[src/design/register_machine_execute_unit_defines.svh]
// assertion helpers for the register machine execute unit
// every macro expects a clock named clk in scope, RMEU_ASSERT also rst
`ifndef REGISTER_MACHINE_EXECUTE_UNIT_DEFINES_SVH
`define REGISTER_MACHINE_EXECUTE_UNIT_DEFINES_SVH

// checked on every edge outside reset
`define RMEU_ASSERT(label, prop, msg) \
  label: assert property (@(posedge clk) disable iff (rst) prop) \
    else $error(msg);

// checked on every edge, reset included
`define RMEU_ASSERT_ALWAYS(label, prop, msg) \
  label: assert property (@(posedge clk) prop) \
    else $error(msg);

`endif

[src/design/rmeu_pkg.sv]
`timescale 1ns / 1ps
// ----------------------------------------------------------------------------
// rmeu_pkg
// Shared types and codes of the register machine execute unit: payload
// structs, opcodes, error codes and the controller/datapath interface.
// ----------------------------------------------------------------------------
package rmeu_pkg;

  // opcodes
  localparam logic [3:0] OP_SET_IMM   = 4'd0;
  localparam logic [3:0] OP_COPY      = 4'd1;
  localparam logic [3:0] OP_ADD       = 4'd2;
  localparam logic [3:0] OP_SUB       = 4'd3;
  localparam logic [3:0] OP_MUL       = 4'd4;
  localparam logic [3:0] OP_DIV       = 4'd5;
  localparam logic [3:0] OP_MOD       = 4'd6;
  localparam logic [3:0] OP_SKIP_POS  = 4'd7;
  localparam logic [3:0] OP_SKIP_ZERO = 4'd8;
  localparam logic [3:0] OP_PRINT     = 4'd9;
  localparam logic [3:0] OP_HALT_EQ   = 4'd10;

  // error codes
  localparam logic [1:0] ERR_NONE     = 2'd0;
  localparam logic [1:0] ERR_OPCODE   = 2'd1;
  localparam logic [1:0] ERR_DIV_ZERO = 2'd2;

  // one decoded instruction
  typedef struct packed {
    logic [3:0]         opcode;
    logic [3:0]         dest_index;
    logic [3:0]         src_index;
    logic signed [31:0] immediate;
  } in_t;

  // one execution result
  typedef struct packed {
    logic [15:0]        next_pc;
    logic               halt;
    logic               print_valid;
    logic [30:0]        print_indent;
    logic signed [31:0] print_value;
    logic [1:0]         error;
  } out_t;

  // controller to datapath
  typedef struct packed {
    logic capture;
    logic exec;
    logic div_start;
    logic div_load;
    logic commit;
  } cmd_t;

  // datapath to controller
  typedef struct packed {
    logic div_go;
    logic div_done;
  } stat_t;

endpackage

[src/design/rmeu_div.sv]
`timescale 1ns / 1ps
// ----------------------------------------------------------------------------
// rmeu_div
// Iterative signed 32-bit divider, one quotient bit per cycle on the
// magnitudes, C-style truncation; quotient and remainder signs fixed at the end.
// ----------------------------------------------------------------------------
module rmeu_div (
  input  logic        clk,
  input  logic        rst,
  input  logic        start,
  input  logic [31:0] dividend,
  input  logic [31:0] divisor,
  output logic        done,
  output logic [31:0] quotient,
  output logic [31:0] remainder
);

  logic        busy;
  logic [4:0]  cnt;
  logic [31:0] quo;
  logic [31:0] rem;
  logic [31:0] dsr;
  logic        neg_q;
  logic        neg_r;
  logic [32:0] rem_sh;
  logic [32:0] diff;

  // one restoring step
  always_comb begin
    rem_sh = {rem, quo[31]};
    diff   = rem_sh - {1'b0, dsr};
  end

  // control of the iteration
  always_ff @(posedge clk) begin
    if (rst) begin
      busy <= 1'b0;
      done <= 1'b0;
      cnt  <= '0;
    end else begin
      done <= 1'b0;
      if (start) begin
        busy <= 1'b1;
        cnt  <= '0;
      end else if (busy) begin
        cnt <= cnt + 5'd1;
        if (cnt == 5'd31) begin
          busy <= 1'b0;
          done <= 1'b1;
        end
      end
    end
  end

  // magnitude registers
  always_ff @(posedge clk) begin
    if (start) begin
      quo   <= dividend[31] ? (32'd0 - dividend) : dividend;
      dsr   <= divisor[31] ? (32'd0 - divisor) : divisor;
      rem   <= '0;
      neg_q <= dividend[31] ^ divisor[31];
      neg_r <= dividend[31];
    end else if (busy) begin
      if (!diff[32]) begin
        rem <= diff[31:0];
        quo <= {quo[30:0], 1'b1};
      end else begin
        rem <= rem_sh[31:0];
        quo <= {quo[30:0], 1'b0};
      end
    end
  end

  // sign correction
  assign quotient  = neg_q ? (32'd0 - quo) : quo;
  assign remainder = neg_r ? (32'd0 - rem) : rem;

endmodule

[src/design/rmeu_datapath.sv]
`timescale 1ns / 1ps
// ----------------------------------------------------------------------------
// rmeu_datapath
// Variable file, program counter, ALU, divider and the result registers of
// the register machine execute unit, driven by the controller's commands.
// ----------------------------------------------------------------------------
module rmeu_datapath #(
  parameter int NUM_VARS = 16,
  parameter int PC_WIDTH = 16
) (
  input  logic           clk,
  input  logic           rst,
  input  rmeu_pkg::cmd_t cmd,
  output rmeu_pkg::stat_t stat,
  input  rmeu_pkg::in_t  in_data,
  output rmeu_pkg::out_t out_data
);

  localparam int IDX_W = $clog2(NUM_VARS);

  // fold a raw index into the file by repeated subtraction
  function automatic logic [IDX_W-1:0] wrap_idx(input logic [3:0] raw);
    logic [8:0] v;
    v = {5'd0, raw};
    for (int k = 0; k < 8; k++) begin
      if (v >= 9'(NUM_VARS)) begin
        v = v - 9'(NUM_VARS);
      end
    end
    return v[IDX_W-1:0];
  endfunction

  // captured instruction
  logic [3:0]          op;
  logic [IDX_W-1:0]    di;
  logic [IDX_W-1:0]    si;
  logic [31:0]         imm;

  // variable file with per-entry valid bits
  logic [31:0]         mem [NUM_VARS];
  logic [NUM_VARS-1:0] vld;
  logic [31:0]         rd_a;
  logic [31:0]         rd_b;
  logic                va;
  logic                vb;

  logic [PC_WIDTH-1:0] pc;

  // pending result
  logic                pend_wr;
  logic [31:0]         pend_data;
  logic [PC_WIDTH-1:0] pend_pc;
  rmeu_pkg::out_t      pend_out;

  // execute stage signals
  logic [31:0]         a;
  logic [31:0]         b;
  logic [31:0]         prod;
  logic [PC_WIDTH-1:0] pc_inc;
  logic [PC_WIDTH-1:0] pc_skip;
  logic [PC_WIDTH-1:0] nxt;
  logic                wr;
  logic [31:0]         wdata;
  logic                halt;
  logic                pv;
  logic [30:0]         pind;
  logic [31:0]         pval;
  logic [1:0]          err;
  logic [31:0]         pc_wide;

  logic                div_done;
  logic [31:0]         quotient;
  logic [31:0]         remainder;

  // instruction capture
  always_ff @(posedge clk) begin
    if (cmd.capture) begin
      op  <= in_data.opcode;
      di  <= wrap_idx(in_data.dest_index);
      si  <= wrap_idx(in_data.src_index);
      imm <= in_data.immediate;
    end
  end

  // registered reads of both operands
  always_ff @(posedge clk) begin
    rd_a <= mem[di];
    rd_b <= mem[si];
    va   <= vld[di];
    vb   <= vld[si];
  end

  // memory write on commit
  always_ff @(posedge clk) begin
    if (cmd.commit && pend_wr) begin
      mem[di] <= pend_data;
    end
  end

  // valid bits and program counter
  always_ff @(posedge clk) begin
    if (rst) begin
      vld <= '0;
      pc  <= '0;
    end else if (cmd.commit) begin
      if (pend_wr) begin
        vld[di] <= 1'b1;
      end
      pc <= pend_pc;
    end
  end

  // alu and next pc
  always_comb begin
    a       = va ? rd_a : 32'd0;
    b       = vb ? rd_b : 32'd0;
    prod    = a * b;
    pc_inc  = pc + PC_WIDTH'(1);
    pc_skip = pc + imm[PC_WIDTH-1:0] + PC_WIDTH'(1);
    nxt     = pc_inc;
    wr      = 1'b0;
    wdata   = a;
    halt    = 1'b0;
    pv      = 1'b0;
    pind    = '0;
    pval    = '0;
    err     = rmeu_pkg::ERR_NONE;
    unique case (op) inside
      rmeu_pkg::OP_SET_IMM: begin
        wr    = 1'b1;
        wdata = imm;
      end
      rmeu_pkg::OP_COPY: begin
        wr    = 1'b1;
        wdata = b;
      end
      rmeu_pkg::OP_ADD: begin
        wr    = 1'b1;
        wdata = a + b;
      end
      rmeu_pkg::OP_SUB: begin
        wr    = 1'b1;
        wdata = a - b;
      end
      rmeu_pkg::OP_MUL: begin
        wr    = 1'b1;
        wdata = prod;
      end
      rmeu_pkg::OP_DIV, rmeu_pkg::OP_MOD: begin
        // divider result replaces the pending data later
        if (b == 32'd0) begin
          err = rmeu_pkg::ERR_DIV_ZERO;
        end else begin
          wr = 1'b1;
        end
      end
      rmeu_pkg::OP_SKIP_POS: begin
        if (!a[31] && (a != 32'd0)) begin
          nxt = pc_skip;
        end
      end
      rmeu_pkg::OP_SKIP_ZERO: begin
        if (a == 32'd0) begin
          nxt = pc_skip;
        end
      end
      rmeu_pkg::OP_PRINT: begin
        pv   = 1'b1;
        pind = a[31] ? 31'd0 : a[30:0];
        pval = b;
      end
      rmeu_pkg::OP_HALT_EQ: begin
        if (a == b) begin
          halt = 1'b1;
          nxt  = pc;
        end
      end
      default: begin
        err = rmeu_pkg::ERR_OPCODE;
      end
    endcase
    pc_wide = 32'(nxt);
  end

  assign stat.div_go   = ((op == rmeu_pkg::OP_DIV) || (op == rmeu_pkg::OP_MOD)) &&
                         (b != 32'd0);
  assign stat.div_done = div_done;

  // pending result register
  always_ff @(posedge clk) begin
    if (cmd.exec) begin
      pend_wr                <= wr;
      pend_data              <= wdata;
      pend_pc                <= nxt;
      pend_out.next_pc       <= pc_wide[15:0];
      pend_out.halt          <= halt;
      pend_out.print_valid   <= pv;
      pend_out.print_indent  <= pind;
      pend_out.print_value   <= pval;
      pend_out.error         <= err;
    end else if (cmd.div_load) begin
      pend_data <= (op == rmeu_pkg::OP_DIV) ? quotient : remainder;
    end
  end

  // output register
  always_ff @(posedge clk) begin
    if (cmd.commit) begin
      out_data <= pend_out;
    end
  end

  rmeu_div u_div (
    .clk       (clk),
    .rst       (rst),
    .start     (cmd.div_start),
    .dividend  (a),
    .divisor   (b),
    .done      (div_done),
    .quotient  (quotient),
    .remainder (remainder)
  );

endmodule

[src/design/rmeu_ctrl.sv]
`timescale 1ns / 1ps
// ----------------------------------------------------------------------------
// rmeu_ctrl
// Sequencer of the register machine execute unit, owning the output valid
// flag: read, execute, divide for div/mod by nonzero, commit, per instruction.
// ----------------------------------------------------------------------------
`include "register_machine_execute_unit_defines.svh"

module rmeu_ctrl (
  input  logic            clk,
  input  logic            rst,
  input  logic            in_valid,
  output logic            in_ready,
  output logic            out_valid,
  input  logic            out_ready,
  input  rmeu_pkg::stat_t stat,
  output rmeu_pkg::cmd_t  cmd
);

  typedef enum logic [2:0] {
    S_IDLE,
    S_READ,
    S_EXEC,
    S_DIV,
    S_COMMIT
  } state_t;

  state_t state;
  logic   out_free;

  assign out_free = !out_valid || out_ready;
  assign in_ready = (state == S_IDLE);

  // commands to the datapath
  assign cmd.capture   = (state == S_IDLE) && in_valid;
  assign cmd.exec      = (state == S_EXEC);
  assign cmd.div_start = (state == S_EXEC) && stat.div_go;
  assign cmd.div_load  = (state == S_DIV) && stat.div_done;
  assign cmd.commit    = (state == S_COMMIT) && out_free;

  // state and output valid
  always_ff @(posedge clk) begin
    if (rst) begin
      state     <= S_IDLE;
      out_valid <= 1'b0;
    end else begin
      if (cmd.commit) begin
        out_valid <= 1'b1;
      end else if (out_ready) begin
        out_valid <= 1'b0;
      end
      unique case (state)
        S_IDLE: begin
          if (in_valid) begin
            state <= S_READ;
          end
        end
        S_READ: begin
          state <= S_EXEC;
        end
        S_EXEC: begin
          state <= stat.div_go ? S_DIV : S_COMMIT;
        end
        S_DIV: begin
          if (stat.div_done) begin
            state <= S_COMMIT;
          end
        end
        S_COMMIT: begin
          if (out_free) begin
            state <= S_IDLE;
          end
        end
        default: begin
          state <= S_IDLE;
        end
      endcase
    end
  end

  // checks
  `RMEU_ASSERT(a_commit_slot, cmd.commit |-> (!out_valid || out_ready), "output register full")
  `RMEU_ASSERT(a_commit_shows, cmd.commit |=> out_valid, "committed result not presented")
  `RMEU_ASSERT(a_accept_busy, cmd.capture |=> !in_ready, "second transaction while busy")
  `RMEU_ASSERT(a_div_done_state, stat.div_done |-> (state == S_DIV), "early divider done")

endmodule

[src/design/register_machine_execute_unit.sv]
`timescale 1ns / 1ps
// an accepted instruction is read, executed and committed; divide and modulo with a nonzero
// divisor run the iterative divider between execute and commit, one quotient bit per cycle
// commit waits for a free output register, and no new instruction is taken until it commits
// reset: synchronous; program counter returns to zero and every variable reads as zero
// (per-entry valid bits clear at once, no clearing pass), output register empties
// ----------------------------------------------------------------------------
// register_machine_execute_unit
// Executes decoded instructions of a small register machine against a file of
// signed 32-bit variables and a program counter, one result per instruction.
// ----------------------------------------------------------------------------
module register_machine_execute_unit #(
  parameter int NUM_VARS = 16,
  parameter int PC_WIDTH = 16
) (
  input  logic           clk,
  input  logic           rst,
  input  logic           in_valid,
  output logic           in_ready,
  input  rmeu_pkg::in_t  in_data,
  output logic           out_valid,
  input  logic           out_ready,
  output rmeu_pkg::out_t out_data
);

  rmeu_pkg::cmd_t  cmd;
  rmeu_pkg::stat_t stat;

  // sequencer
  rmeu_ctrl u_ctrl (
    .clk       (clk),
    .rst       (rst),
    .in_valid  (in_valid),
    .in_ready  (in_ready),
    .out_valid (out_valid),
    .out_ready (out_ready),
    .stat      (stat),
    .cmd       (cmd)
  );

  // variable file, alu, divider and result registers
  rmeu_datapath #(
    .NUM_VARS (NUM_VARS),
    .PC_WIDTH (PC_WIDTH)
  ) u_datapath (
    .clk      (clk),
    .rst      (rst),
    .cmd      (cmd),
    .stat     (stat),
    .in_data  (in_data),
    .out_data (out_data)
  );

endmodule

[config.mk]
export PLATFORM = sky130hd
export DESIGN_NAME = register_machine_execute_unit
export DESIGN_NICKNAME = d
export VERILOG_FILES = /design/src/design/rmeu_pkg.sv /design/src/design/rmeu_div.sv /design/src/design/rmeu_datapath.sv /design/src/design/rmeu_ctrl.sv /design/src/design/register_machine_execute_unit.sv
export VERILOG_INCLUDE_DIRS = /design/src /design/src/design
export SDC_FILE = /design/constraint.sdc
export NUM_CORES = 2
export LEC_CHECK = 0
export ABC_AREA = 1
export BUFFER_PORTS_ARGS = -buffer_cell sky130_fd_sc_hd__buf_2
export CAP_MARGIN = 15
export CELL_PAD_IN_SITES_DETAIL_PLACEMENT = 1
export CELL_PAD_IN_SITES_GLOBAL_PLACEMENT = 1
export CORE_ASPECT_RATIO = 1.5
export CORE_MARGIN = 5
export CORE_UTILIZATION = 50
export DETAILED_ROUTE_END_ITERATION = 10
export PLACE_DENSITY_LB_ADDON = 0.1
export SYNTH_ARGS = -nofsm -noshare
export SYNTH_HDL_FRONTEND = slang
export SYNTH_SLANG_ARGS = --single-unit
[constraint.sdc]
create_clock -name clk -period 11.3 [get_ports clk]
set_input_delay 1.695 -clock clk [delete_from_list [all_inputs] [get_ports clk]]
set_output_delay 1.695 -clock clk [all_outputs]
set_load 0.1 [all_outputs]
==> key figures <==
Status
  • Outcome: finished, final reports clean

Cells and area
  • Area growth from synthesis to layout: 9.019%
  • Final Cell Area: 0.07042 sq mm
  • Proportion of layout cells with a drive suffix above 1: 8.076%
  • Filler cells: 14535
  • Nets@finish: 7763
  • Reg area: 0.02748 sq mm
  • Area of the multi-input gates: 0.03263 sq mm
  • Fin cells: 8871

Placement
  • Hpwl dp: 206.1 mm
  • Placed Area: 0.06706 sq mm
  • Gpl congestion: 1.062
  • PortBufs: 132
  • Dpl cells: 8678

Setup path
  • Slowest stage cell, crit path: dfxtp_2
  • Delay-heaviest family, CP: adder cells
  • CP Buf/Inv Count: 6
  • RR Endpoint: u_datapath.pend_data[24]
  • Startpoint Class: register
  • Register-to-Register Path Depth: 28
  • FF-to-FF Start: u_datapath.vb
  • CP arrival: 10.55 ns
  • CP Class: reg -> reg
  • Required @ worst endpoint: 11.79 ns
  • CP peak stage delay: 1.05 ns
  • Crit-path max FO: 25
  • Crit path to: u_datapath.pend_data[24]
  • Worst Setup End Kind: register
  • R2r setup slk: 1.24 ns
  • Critical Path Start: u_datapath.vb
  • Crit. path cell count: 28
  • Most used cell, CP: fa_1

Global route
  • Vias in the first global route: 61413
  • Gr usage total: 42.07%
  • First-pass GRT wire length: 413.9 mm
  • Grt ovf: 0
  • Initial antenna violation count: 16
  • Pin count of the biggest net entering global routing: 196

Synthesis
  • Syn_nets: 7761
  • Register area share after synthesis: 42.54%
  • Synth Register Bits: 962
  • Most used DFF post-synth: edfxtp_1
  • Post-synthesis cell count: 7063
  • Main area contributors after synthesis: edfxtp_1 (38%), fa_1 (13%), nor2_1 (6.2%)
  • Top cell type's share of synthesized area: 38.17%
  • Post-synth ARST share: 0%
  • Yosys warnings: 0
  • Yosys cell types: 78
  • Synth Cell Area: 0.06459 sq mm
  • Post-synth EDFFs: 821
  • Post-synth top area cell: edfxtp_1
  • Syn_area_per_cell: 9.145 sq um

STA
  • Slew @ Worst Pin: 1.481 ns
  • Period utilization: 89.05%
  • Setup TNS: 0 ns
  • Fmax: 0.09938 GHz
  • Final setup viols: 0
  • Skew final: 0.03993 ns
  • Final hold violations: 0
  • Unrepaired setup endpoints after global routing: false
  • Min cycle time layout: 10.06 ns
  • Max-slew violations: 0
  • Max_slew headroom: 1.284%

Die
  • FP Rows: 161
  • Starting Density: 50.34%
  • Die Footprint: 0.1366 sq mm
  • Die Ht: 450.2 um
  • Horizontal die dimension: 303.5 um
  • Core area: 0.1283 sq mm
  • IO Pins: 133

Routing
  • First drt pass iteration count: 6
  • Wire per inst: 33.11 um
  • Drt drc: 0
  • DR vias: 57720
  • Vias per inst: 6.507
  • WL final: 293.8 mm
  • Initial DRC Count: 5529
  • Post-DRT Antenna Nets: 0

Clock network
  • Longest Clk Path Bufs: 3
  • Cts hold-fix bufs: 0
  • Post-CTS Resized: 0
  • Root Driver: clkbuf_16
  • H-tree levels: 3
  • CTS tree: yes
  • CTS buffer count: 95
  • Clock tree sinks: 962
  • Reg clk slew, reported paths: 0.07 ns
  • Postcts setup bufs: 0
  • Worst-Skew Late Latency: 0.76 ns

Job
  • MaxCap Viol Count: 0

Pwr
  • Max IR drop VDD: 0.0002337 V
  • Power per cell area: 171.2 mW/mm^2
  • Pleak: 28.42 nW
  • Tot Pwr: 12.06 mW

Hold path
  • Type of the worst min-delay path: reg -> reg
-- routing by layer --
layer  GRT usage (%)  vias to the layer above  part of all wire [%]
met4           38.24                        6                    12
met1           44.71                    29115                    33
li1                -                    24100                     -
met3           9.919                     1280                   8.4
met2           68.71                     3219                    47
met5               0                        -                 0.021
-- placed cells by master, fill, tap and decap left out, types with 24 or more instances in the layout --
cell       synthesis  final
nor2_1          1067   1042
nand2_1          954    951
edfxtp_1         821    821
inv_1            801    798
o21ai_0          629    628
a21oi_1          414    413
fa_1             411    411
a22oi_1          269    269
ha_1             239    239
nand3_1          211    211
dfxtp_1          141    140
buf_2             18    132
buf_4              3    125
clkbuf_16          0     96
o22ai_1           82     82
o221ai_1          76     76
xor2_1            59     59
nor3_1            57     57
xnor2_1           39     39
o21ai_1           35     36
inv_2             31     33
or4_1             33     33
nand4_1           30     30
a221oi_1          28     28
a31oi_1           27     27
nor2_4             2     24
-- area by class of cell --
cell class | count | area share, %
Sequential cell | 962 | 39.02
Clock inverter | 62 | 1.112
Tap cell | 1711 | 3.040
Clock buffer | 115 | 3.584
Inverter | 849 | 4.543
Antenna cell | 15 | 0.05330
Multi-Input combinational cell | 4898 | 46.33
Timing Repair Buffer | 259 | 2.319
-- logic make-up after synthesis --
logic type	synth area share, %
buffers and inverters	7.252
DFF	42.54
adders and majority gates	17.37
and+or+nand+nor	15.92
xor gates and xnor gates	1.354
muxes	0.09879
AOI/OAI and AO/OA	15.47
-- report_power, final --
group	switching (mW)	leakage [nW]	internal [mW]
combinational	3.01	18.2	0.905
sequential	0.450	8.64	4.25
clock	1.54	1.59	1.90
total	5.00	28.4	7.06
-- worst min-delay path by stage --
stage                            startpoint                      end  slack [ns]  depth (start not counted)
floorplan            u_datapath.pend_out[0]   u_datapath.out_data[0]        0.40                          0
global placement    u_datapath.pend_out[38]  u_datapath.out_data[38]        0.40                          0
detailed placement   u_datapath.pend_out[4]   u_datapath.out_data[4]        0.41                          0
CTS                 u_datapath.pend_out[61]  u_datapath.out_data[61]        0.41                          0
global route        u_datapath.pend_out[21]  u_datapath.out_data[21]        0.42                          0
finish              u_datapath.pend_out[61]  u_datapath.out_data[61]        0.41                          0
-- registers in the layout, indices dropped and copies added, names as in the netlist, 32 cells and up --
name,count
u_datapath.rd_b,32
u_datapath.pend_out,83
u_datapath.mem,512
u_datapath.u_div.rem,32
u_datapath.rd_a,32
u_datapath.out_data,83
u_datapath.u_div.dsr,32
u_datapath.pend_data,32
u_datapath.imm,32
u_datapath.u_div.quo,32
-- cell usage after synthesis, drive strengths merged (84+ instances only) --
| library cell | count |
|---|---|
| ha | 239 |
| nand2 | 983 |
| o22ai | 84 |
| edfxtp | 821 |
| dfxtp | 141 |
| a21oi | 414 |
| fa | 411 |
| nor2 | 1078 |
| clkbuf | 293 |
| inv | 832 |
| a22oi | 269 |
| o21ai | 669 |
| nand3 | 216 |
-- stage by stage --
stage	setup slack, ns	utilization [%]	hold slack (ns)
CTS	1.595	54.84	0.4130
global placement	1.802	52.26	0.4009
detailed placement	1.643	52.26	0.4052
global route	1.054	54.86	0.4243
floorplan	3.452	-	0.4003
finish	1.238	54.88	0.4109
(Power assumes the default switching activity.)
